File: config.mk
export PLATFORM = sky130hd
export DESIGN_NAME = pcm_res_fifo
export DESIGN_NICKNAME = d
export VERILOG_FILES = /design/src/design/precondition_count_matcher_core_defines.svh /design/src/design/pcm_pkg.sv /design/src/design/pcm_res_fifo.sv
export SDC_FILE = /design/constraint.sdc
export NUM_CORES = 1
export LEC_CHECK = 0
export BUFFER_PORTS_ARGS = -buffer_cell sky130_fd_sc_hd__clkbuf_2
export CAP_MARGIN = 20
export CORE_MARGIN = 4
export CORE_UTILIZATION = 50
export CTS_BUF_LIST = sky130_fd_sc_hd__clkbuf_2
export DETAILED_ROUTE_END_ITERATION = 10
export MAX_ROUTING_LAYER = met4
export PLACE_DENSITY = 0.67
export SYNTH_ARGS = -nofsm -noshare
export SYNTH_HDL_FRONTEND = slang
export SYNTH_SLANG_ARGS = --single-unit
File: constraint.sdc
create_clock -name clk -period 3.65 [get_ports clk]
set_clock_uncertainty 0.15 [all_clocks]
set_input_delay 0.9125 -clock clk [delete_from_list [all_inputs] [get_ports clk]]
set_output_delay 0.9125 -clock clk [all_outputs]
set_load 0.05 [all_outputs]
File: src/design/precondition_count_matcher_core_defines.svh
// assertion helpers shared by the matcher rtl
`ifndef PRECONDITION_COUNT_MATCHER_CORE_DEFINES_SVH
`define PRECONDITION_COUNT_MATCHER_CORE_DEFINES_SVH

// same-cycle implication
`define PCM_ASSERT_SAME(label, pre, post, msg) \
  label: assert property (@(posedge clk) disable iff (rst) (pre) |-> (post)) \
    else $error(msg);

// next-cycle implication
`define PCM_ASSERT_NEXT(label, pre, post, msg) \
  label: assert property (@(posedge clk) disable iff (rst) (pre) |=> (post)) \
    else $error(msg);

`endif

File: src/design/pcm_pkg.sv
package pcm_pkg;

  localparam int NUM_VARIABLES_DEF = 256;
  localparam int NUM_FACTS_DEF     = 1024;
  localparam int NUM_OPERATORS_DEF = 1024;
  localparam int OPS_PER_FACT_DEF  = 16;
  localparam int MAX_DOMAIN_DEF    = 64;

  localparam int OP_W      = 10;
  localparam int CNT_W     = 9;
  localparam int COUNT_MAX = 511;
  localparam int EPOCH_W   = 8;

  typedef enum logic [1:0] {
    ACT_OFFSET = 2'd0,
    ACT_APPEND = 2'd1,
    ACT_COUNT  = 2'd2,
    ACT_FACT   = 2'd3
  } action_t;

  typedef struct packed {
    logic [OP_W-1:0] op;
    logic            last;
  } res_t;

endpackage

File: src/design/pcm_res_fifo.sv
module pcm_res_fifo #(
  parameter int DEPTH = 16
) (
  input  logic          clk,
  input  logic          rst,
  input  logic          push,
  input  pcm_pkg::res_t push_item,
  input  logic          pop,
  output pcm_pkg::res_t head,
  output logic          empty,
  output logic          full
);
  import pcm_pkg::*;

  localparam int PW = (DEPTH > 1) ? $clog2(DEPTH) : 1;
  localparam int CW = $clog2(DEPTH + 1);

  res_t          mem [DEPTH];
  logic [PW-1:0] wr_ptr;
  logic [PW-1:0] rd_ptr;
  logic [CW-1:0] count;

  assign empty = (count == '0);
  assign full  = (32'(count) == DEPTH);
  assign head  = mem[rd_ptr];

  always_ff @(posedge clk) begin
    if (push) begin
      mem[wr_ptr] <= push_item;
    end
  end

  always_ff @(posedge clk) begin
    if (rst) begin
      wr_ptr <= '0;
      rd_ptr <= '0;
      count  <= '0;
    end else begin
      if (push) begin
        wr_ptr <= (32'(wr_ptr) == DEPTH - 1) ? '0 : wr_ptr + PW'(1);
      end
      if (pop) begin
        rd_ptr <= (32'(rd_ptr) == DEPTH - 1) ? '0 : rd_ptr + PW'(1);
      end
      if (push && !pop) begin
        count <= count + CW'(1);
      end else if (pop && !push) begin
        count <= count - CW'(1);
      end
    end
  end

endmodule

==> metrics.txt <==
# TYPE chip_impl_metric gauge
chip_impl_metric{name="grt_start_max_net_pins",unit=""} 33
chip_impl_metric{name="syn2layout_area_growth",unit="%"} 12.3
chip_impl_info{name="mostFrequentLayoutCells",value="sky130_fd_sc_hd__edfxtp_1, sky130_fd_sc_hd__mux4_2, sky130_fd_sc_hd__clkbuf_2"} 1
chip_impl_metric{name="dp_slack",unit="ns"} 0.760
chip_impl_metric{name="p_int",unit="mW"} 3.29
chip_impl_metric{name="worst-slew-pin-transition",unit="ns"} 0.883
chip_impl_metric{name="pwr-share-comb",unit="%"} 10.1
chip_impl_metric{name="timing.final.ws_setup",unit="ns"} 0.139
chip_impl_info{name="synth_top_area_cell",value="sky130_fd_sc_hd__edfxtp_1"} 1
chip_impl_metric{name="met2WireLength",unit="um"} 7890
chip_impl_metric{name="gr-usage-all-layers",unit="%"} 19.9
chip_impl_metric{name="place.gp.congestion",unit=""} 0.747
chip_impl_metric{name="p_sw_share",unit="%"} 22.4
chip_impl_metric{name="floorplan.io_pins",unit=""} 28
chip_impl_metric{name="syn_nets",unit=""} 404
chip_impl_metric{name="antenna_violations_before_repair",unit=""} 1
chip_impl_metric{name="mappedNetlistArea",unit="mm2"} 0.00753
chip_impl_metric{name="synthCells",unit=""} 379
chip_impl_info{name="clock_tree.root_cell",value="sky130_fd_sc_hd__clkbuf_2"} 1
chip_impl_metric{name="placement.io_buffers",unit=""} 27
chip_impl_metric{name="hpwlAfterDp",unit="um"} 8750
chip_impl_metric{name="drt-total-wl",unit="um"} 15700
chip_impl_metric{name="cts_made_buffers",unit=""} 17
chip_impl_metric{name="drc",unit=""} 0
chip_impl_info{name="synth_top_cells_by_area",value="sky130_fd_sc_hd__edfxtp_1, sky130_fd_sc_hd__mux4_2, sky130_fd_sc_hd__dfxtp_1, sky130_fd_sc_hd__a22oi_1, sky130_fd_sc_hd__and2_1"} 1
chip_impl_info{name="critical_path_class",value="register to primary output"} 1
chip_impl_metric{name="p_switching",unit="mW"} 0.951
chip_impl_metric{name="max_freq",unit="MHz"} 285
chip_impl_metric{name="leakage",unit="nW"} 2.80
chip_impl_metric{name="first_global_vias",unit=""} 3743
chip_impl_metric{name="yosysSeqAreaShare",unit="%"} 74.7
chip_impl_metric{name="final_period_demand_of_the_worst_path",unit="ns"} 3.51
chip_impl_metric{name="critical_path.n_buffers_inverters",unit=""} 3
chip_impl_metric{name="slew_viol_final",unit=""} 0
chip_impl_metric{name="layoutNonFillerInstCount",unit=""} 624
chip_impl_metric{name="met3_length",unit="um"} 1500
chip_impl_metric{name="gr-total-overflow",unit=""} 0
chip_impl_metric{name="num_vias",unit=""} 3656
chip_impl_metric{name="postSynth.asyncResetShare",unit="%"} 0
chip_impl_metric{name="route.antenna.remaining_nets",unit=""} 0
chip_impl_metric{name="synth_top_cell_area_share",unit="%"} 70.2
chip_impl_info{name="maxUsedRoutingLayer",value="met4"} 1
chip_impl_info{name="cp_slowest_cell",value="sky130_fd_sc_hd__mux4_2"} 1
chip_impl_metric{name="grt_first_pass_wirelength",unit="um"} 22900
chip_impl_metric{name="power_per_cell_area",unit="mW/mm2"} 501
chip_impl_info{name="worstHoldPathType",value="register to register"} 1
chip_impl_metric{name="worstSkewPairLatency",unit="ns"} 0.71
chip_impl_info{name="run_status",value="finished, final reports clean"} 1
chip_impl_metric{name="floorplan.die_area",unit="mm2"} 0.0171
chip_impl_metric{name="timing.critical_path.fanout_max",unit=""} 6
chip_impl_metric{name="wirelength_met1",unit="um"} 6190
chip_impl_metric{name="initial_cell_density_of_the_core",unit="%"} 51.4
chip_impl_info{name="clock_tree_from_tritoncts",value="done"} 1
chip_impl_metric{name="initialDrtViolationCount",unit=""} 522
chip_impl_metric{name="clock_path_buffers",unit=""} 2
chip_impl_metric{name="synthesis.yosys.warnings",unit=""} 0
chip_impl_metric{name="ys_ff_latch",unit=""} 193
chip_impl_metric{name="rows",unit=""} 44
chip_impl_metric{name="synth_area_per_cell",unit="um2"} 19.9
chip_impl_metric{name="synth_edf_count",unit=""} 176
chip_impl_metric{name="final_layout_size_suffix_gt1_share",unit="%"} 29.4
chip_impl_metric{name="power.sequential.fraction",unit="%"} 58.3
chip_impl_metric{name="timing.final.setup_violations",unit=""} 0
chip_impl_metric{name="critPathMaxStageDelay",unit="ns"} 0.51
chip_impl_metric{name="clk_pin_slew_worst_paths",unit="ns"} 0.24
chip_impl_metric{name="relSlewSlack",unit="%"} 41.2
chip_impl_metric{name="fillers",unit=""} 1101
chip_impl_info{name="cpLargestDelayFamily",value="buffers and inverters"} 1
chip_impl_info{name="start_kind",value="register"} 1
chip_impl_info{name="layout.cells.most_common",value="sky130_fd_sc_hd__edfxtp_1"} 1
chip_impl_info{name="yosys_most_used_dff",value="sky130_fd_sc_hd__edfxtp_1"} 1
chip_impl_metric{name="synth_cell_type_count",unit=""} 32
chip_impl_metric{name="die_x",unit="um"} 131
chip_impl_metric{name="clock_sinks",unit=""} 193
chip_impl_metric{name="worst_hold_slack",unit="ns"} 0.376
chip_impl_metric{name="power.clock.fraction",unit="%"} 31.6
chip_impl_metric{name="die-height",unit="um"} 131
chip_impl_metric{name="vias_per_cell",unit=""} 5.86
chip_impl_metric{name="detail_route.wl_per_cell",unit="um"} 25.1
chip_impl_metric{name="detailedRoute.firstPassIterationCount",unit=""} 4
chip_impl_info{name="list_of_cells_traversed_by_the_critical_path",value="buf_12 -> buf_16 -> mux4_2 -> a22oi_1 -> nand2_1 -> clkbuf_2"} 1
chip_impl_metric{name="cts_max_level",unit=""} 4
chip_impl_metric{name="power.ir.vdd_worst",unit="mV"} 0.278
chip_impl_metric{name="post-place-cells",unit=""} 583
chip_impl_metric{name="core_area",unit="mm2"} 0.0146
chip_impl_metric{name="nets",unit=""} 451
chip_impl_metric{name="signal_arrival_time_at_the_worst_endpoint",unit="ns"} 2.45
chip_impl_metric{name="tcrit_tclk_final",unit="%"} 96.2
chip_impl_metric{name="critPathRequiredTime",unit="ns"} 2.59
chip_impl_metric{name="finalHoldViolCount",unit=""} 0
chip_impl_metric{name="number_of_maximum_capacitance_violations",unit=""} 0
chip_impl_info{name="setup.worst_path.end_class",value="primary output"} 1
-- per-stage QoR --
step	total power, mW	setup TNS [ns]	util, %	instance area (um2)
2_1_floorplan	2.80	0	-	7530
3_3_place_gp	2.90	0	53.9	7900
3_5_place_dp	2.91	0	53.9	7900
4_1_cts	4.26	0	56.8	8320
5_1_grt	4.41	-0.0643	57.8	8460
6_report	4.24	0	57.8	8460
-- logic make-up (layout without fill, tap and decap cells) --
family | Yosys count | count (layout) | share of synthesized area [%]
AOI/OAI and AO/OA | 36 | 36 | 3.22
xor gates and xnor gates | 4 | 4 | 0.465
adders and majority gates | 10 | 10 | 1.76
buffers and inverters | 21 | 81 | 1.56
DFF | 193 | 193 | 74.7
muxes | 49 | 49 | 13.8
other | 0 | 1 | 0
and+or+nand+nor | 66 | 66 | 4.48
-- synth_stat cells, types with 8 or more instances --
library cell,count
sky130_fd_sc_hd__edfxtp_1,176
sky130_fd_sc_hd__mux4_2,44
sky130_fd_sc_hd__a22oi_1,22
sky130_fd_sc_hd__and2_1,18
sky130_fd_sc_hd__dfxtp_1,17
sky130_fd_sc_hd__nand2_1,17
sky130_fd_sc_hd__nor2_1,14
sky130_fd_sc_hd__ha_1,9
sky130_fd_sc_hd__a21oi_1,8
sky130_fd_sc_hd__clkbuf_1,8
-- area by class of cell --
type / count / area [um2] / area share, %
repair buffers: 45 / 422 / 4.98
clock inverters: 10 / 230 / 2.72
multi-input cells: 165 / 1820 / 21.5
well taps: 184 / 230 / 2.72
inverters: 4 / 15.0 / 0.177
diodes: 1 / 2.50 / 0.0296
clock buffers: 22 / 110 / 1.30
flip-flops and latches: 193 / 5630 / 66.6
-- flip-flops by register name, summed over array words and instances (netlist names), named ones only --
signal  flops
mem       176
count       5
wr_ptr      4
rd_ptr      4
-- per-layer routing --
| layer | vias to the layer above | global-route usage, % |
|---|---|---|
| li1 | 1638 | - |
| met1 | 1883 | 26.5 |
| met2 | 131 | 30.9 |
| met3 | 4 | 4.11 |
| met4 | 0 | 6.96 |
| met5 | - | - |
-- final timing paths --
kind | from | to | slack, ns | cells past startpoint
worst max-delay path | register | head[0] | 0.14 | 6
worst min-delay path | rd_ptr[3] | register | 0.38 | 2
worst max register to register | wr_ptr[2] | mem[2][10] | 1.63 | 2
worst min register to register | rd_ptr[3] | register | 0.38 | 2
-- power by group through the flow --
stage	sequential, mW	combinational (mW)	clock [mW]
final	2.47	0.430	1.34
after global routing	2.48	0.465	1.46
after CTS	2.48	0.408	1.37
after detailed placement	2.52	0.391	0
after global placement	2.52	0.381	0
after floorplan	2.51	0.292	0
-- what timing repair did --
item,4_1_cts,5_1_grt
hold buffers,0,0
gates resized for setup,9,13
buffers inserted,0,2
endpoints found under the hold margin,0,0
gates cloned,2,4
setup endpoints to repair,11,11
-- tightest hold or removal path: stages, from the launching register on --
cell	delay [ns]
sky130_fd_sc_hd__dfxtp_1	0.38
sky130_fd_sc_hd__o21ai_0	0.07
sky130_fd_sc_hd__a21oi_1	0.08
(Power assumes the default switching activity.)
